`src/rtl/dsdr_ram.sv`:
```
`timescale 1ns / 1ps
// dsdr_ram: generic single write port, single read port ram with registered read
// no dependencies

module dsdr_ram #(
    parameter int WIDTH = 8,
    parameter int DEPTH = 32,
    parameter int AW    = $clog2(DEPTH)
) (
    input  logic             clk,
    input  logic             we,
    input  logic [AW-1:0]    waddr,
    input  logic [WIDTH-1:0] wdata,
    input  logic             re,
    input  logic [AW-1:0]    raddr,
    output logic [WIDTH-1:0] rdata
);

    logic [WIDTH-1:0] mem [DEPTH];

    always_ff @(posedge clk)
    begin
        if (we)
        begin
            mem[waddr] <= wdata;
        end
        if (re)
        begin
            rdata <= mem[raddr];
        end
    end

endmodule

```
`config.mk`:
```
export PLATFORM = sky130hd
export DESIGN_NAME = dsdr_ram
export DESIGN_NICKNAME = d
export VERILOG_FILES = /design/src/rtl/dsdr_ram.sv
export SDC_FILE = /design/constraint.sdc
export NUM_CORES = 1
export LEC_CHECK = 0
export BUFFER_PORTS_ARGS = -buffer_cell sky130_fd_sc_hd__buf_2
export CAP_MARGIN = 25
export CORE_MARGIN = 2
export CORE_UTILIZATION = 35
export DETAILED_ROUTE_END_ITERATION = 12
export HOLD_SLACK_MARGIN = 0.02
export SLEW_MARGIN = 40
export SYNTH_ARGS = -nofsm -noshare
export SYNTH_HDL_FRONTEND = slang
export SYNTH_SLANG_ARGS = --single-unit
export TNS_END_PERCENT = 100
```
`constraint.sdc`:
```
create_clock -name clk -period 2.5 [get_ports clk]
set_input_delay 0.75 -clock clk [delete_from_list [all_inputs] [get_ports clk]]
set_output_delay 0.75 -clock clk [all_outputs]
set_load 0.005 [all_outputs]
```
==> impl_results.md <==
* Utilization after layout at 0.416
* Cell with the most instances after synthesis: edfxtp_1
* Post-synth top cells: 264 x edfxtp_1, 80 x mux4_2, 33 x nor2_1, 8 x mux2_2
* Crit-path max cell delay at 0.60 ns
* Post-CTS sizing at 0
* Sequential group share of total power at 0.541
* Max Clk Rate at 422 MHz
* Mean Syn Cell Area at 24.3 um^2
* Syn. warnings at 0
* Gr usage total at 0.146
* CP required at 2.76 ns
* Mapped Area at 0.0101 mm^2
* Final Wtd Congestion at 0.778
* CTS H-Tree Depth at 1
* Syn Inst Count at 417
* Worst EP arrival at 2.63 ns
* Largest net degree at the start of global routing at 33
* Worst setup EP type: flip-flop
* Core Area at 0.0286 mm^2
* Residual DRC at 0
* Met3 WL at 1340 um
* Status: complete, no violations
* Post-synth top area share at 0.782
* Final worst path period share at 0.948
* Post-CTS Setup Inserts at 0
* Switching power at 1820 uW
* Switching Fraction at 0.198
* FF+latch count, synth at 264
* Layout net count at 523
* Routed Antenna Nets at 0
* Die area at 0.0303 mm^2
* Async SR Flop Fraction at 0
* Largest area contributor in the netlist: edfxtp_1
* Initial Utilization at 0.354
* Std-Cell Rows at 62
* Top Metal Used: met4
* Hold WC Path Type: in -> reg
* Die extent in x at 174 um
* Critical path launch point type: input port
* Starting DRT DRC Count at 443
* Worst-margin pin slew at 0.666 ns
* IO Pins at 29
* Top post-synthesis cells by area: edfxtp_1 78%, mux4_2 18%, nor2_1 1.2%
* Placement Setup Slack at -0.401 ns
* Slowest CP cell: mux4_2
* CTS root buf: clkbuf_16
* Setup violators final at 0
* First-pass GRT wire length at 32700 um
* Clock Latency Late Sink at 0.52 ns
* Routed wire per std cell at 24.0 um
* Seq/Total Area, Yosys at 0.782
* Worst slew margin at 0.556
* Max Root-Sink Buffers at 3
* Unrepaired setup endpoints after global routing: no
* Initial antenna violation count at 0
* Total CTS buffers at 27
* Post-synthesis net count at 438
* Layout Skew at 0.0114 ns
* Crit path max fanout at 10
* DR WL met2 at 9880 um
* Pre-Repair DR Iteration Count at 5
* Leakage power at 0.00376 uW
* Number of hold buffers added after CTS at 0
* Die span in y at 174 um
* Unique masters post-synth at 14
* WHS at 0.603 ns
* Via count at 4600
* Worst path buffer plus inverter count at 2
* HPWL reported at the end of detailed placement at 14200 um
* Tmin final at 2.37 ns
* Placed cell count at 857
* Final setup margin at 0.130 ns
* PwrDens at 771 mW/mm^2
* Power share of the clock group at 0.407
* Finished Layout Cells at 905
* N_diodes at 0
* Logic pwr share at 0.053
* CTS tree: yes
* # fillers at 2446
* Internal at 7360 uW
* Post-synth EDFFs at 264
* Synth Flop Type: edfxtp_1
* Final WL at 21700 um
* Vias in the first global route at 4783
* CP Cell Sequence: buf_4, buf_4, mux4_2, mux4_2, mux2_2
* Tot Pwr at 9170 uW
* Final Hold Fails at 0
* Port Buffers at 28
* Max VDD drop at 0.466 mV
* CP delay by family, top: multiplexers
* Setup CP Type: in -> reg
* Layout cells sized above 1 at 0.386
* Grt ovf at 0
* Via density at 5.08
* CTS sink count at 264
* Max_cap viols at 0
* CTS clk-pin slew, worst paths at 0.06 ns
* Synth-to-Final Area Change at 17.5%
* M1 WL at 10200 um
* Max Slew Vio Count at 0
## cell usage in the layout, fill, tap and decap left out
cell,instances
buf_12,6
buf_2,27
buf_4,43
bufinv_16,2
clkbuf_1,10
clkbuf_16,27
clkinv_1,4
clkinv_2,3
clkinvlp_4,1
edfxtp_1,264
inv_6,1
mux2_2,8
mux4_2,80
nand2_1,1
nand3_1,2
nand3b_1,5
nor2_1,33
or3_1,1
or3b_2,3
## area by class of cell
cell class,count,area (um^2),share of cell area
Timing Repair Buffer,76,578,0.0486
Multi-Input combinational cell,133,2100,0.176
Tap cell,384,480,0.0404
Sequential cell,264,7930,0.666
Clock buffer,37,713,0.0599
Clock inverter,11,106,0.00893
## final timing paths
path	start	to	slack (ns)	cells past startpoint
min	re	rdata[5]$_DFFE_PP_	0.60	1
min reg2reg	mem[26][7]$_DFFE_PP_	rdata[7]$_DFFE_PP_	0.99	3
max	raddr[0]	rdata[0]$_DFFE_PP_	0.13	5
max reg2reg	mem[1][2]$_DFFE_PP_	rdata[2]$_DFFE_PP_	0.54	3
## cell families (layout without fill, tap and decap cells)
| kind of cell | Yosys count | in the layout | share of synthesized area |
|---|---|---|---|
| multiplexers | 88 | 88 | 0.187 |
| buffers and inverters | 20 | 124 | 0.0105 |
| flip-flops | 264 | 264 | 0.782 |
| AND/OR/NAND/NOR | 45 | 45 | 0.0205 |
## power groups by stage
stage          sequential (uW)  clock [uW]  combinational [uW]
2_1_floorplan             5050           0                 284
4_1_cts                   4960        3810                 494
3_3_place_gp              5050           0                 484
6_report                  4960        3730                 485
3_5_place_dp              5050           0                 492
5_1_grt                   4960        3990                 520
## state kept, by name (all words and copies together) (netlist names)
| signal | flops |
|---|---|
| rdata | 8 |
| mem | 256 |
## stage by stage
stage	area (um^2)	setup TNS, ns
floorplan	10200	0
global placement	11100	-2.66
detailed placement	11100	-2.72
CTS	11900	0
global route	11900	0
finish	11900	0
## routing by layer
layer / up-vias / GRT usage
met5: - / 0
li1: 1959 / -
met4: 0 / 0.0287
met1: 2456 / 0.221
met2: 158 / 0.223
met3: 27 / 0.0287
No activity file was read; power rests on OpenSTA's default activity.
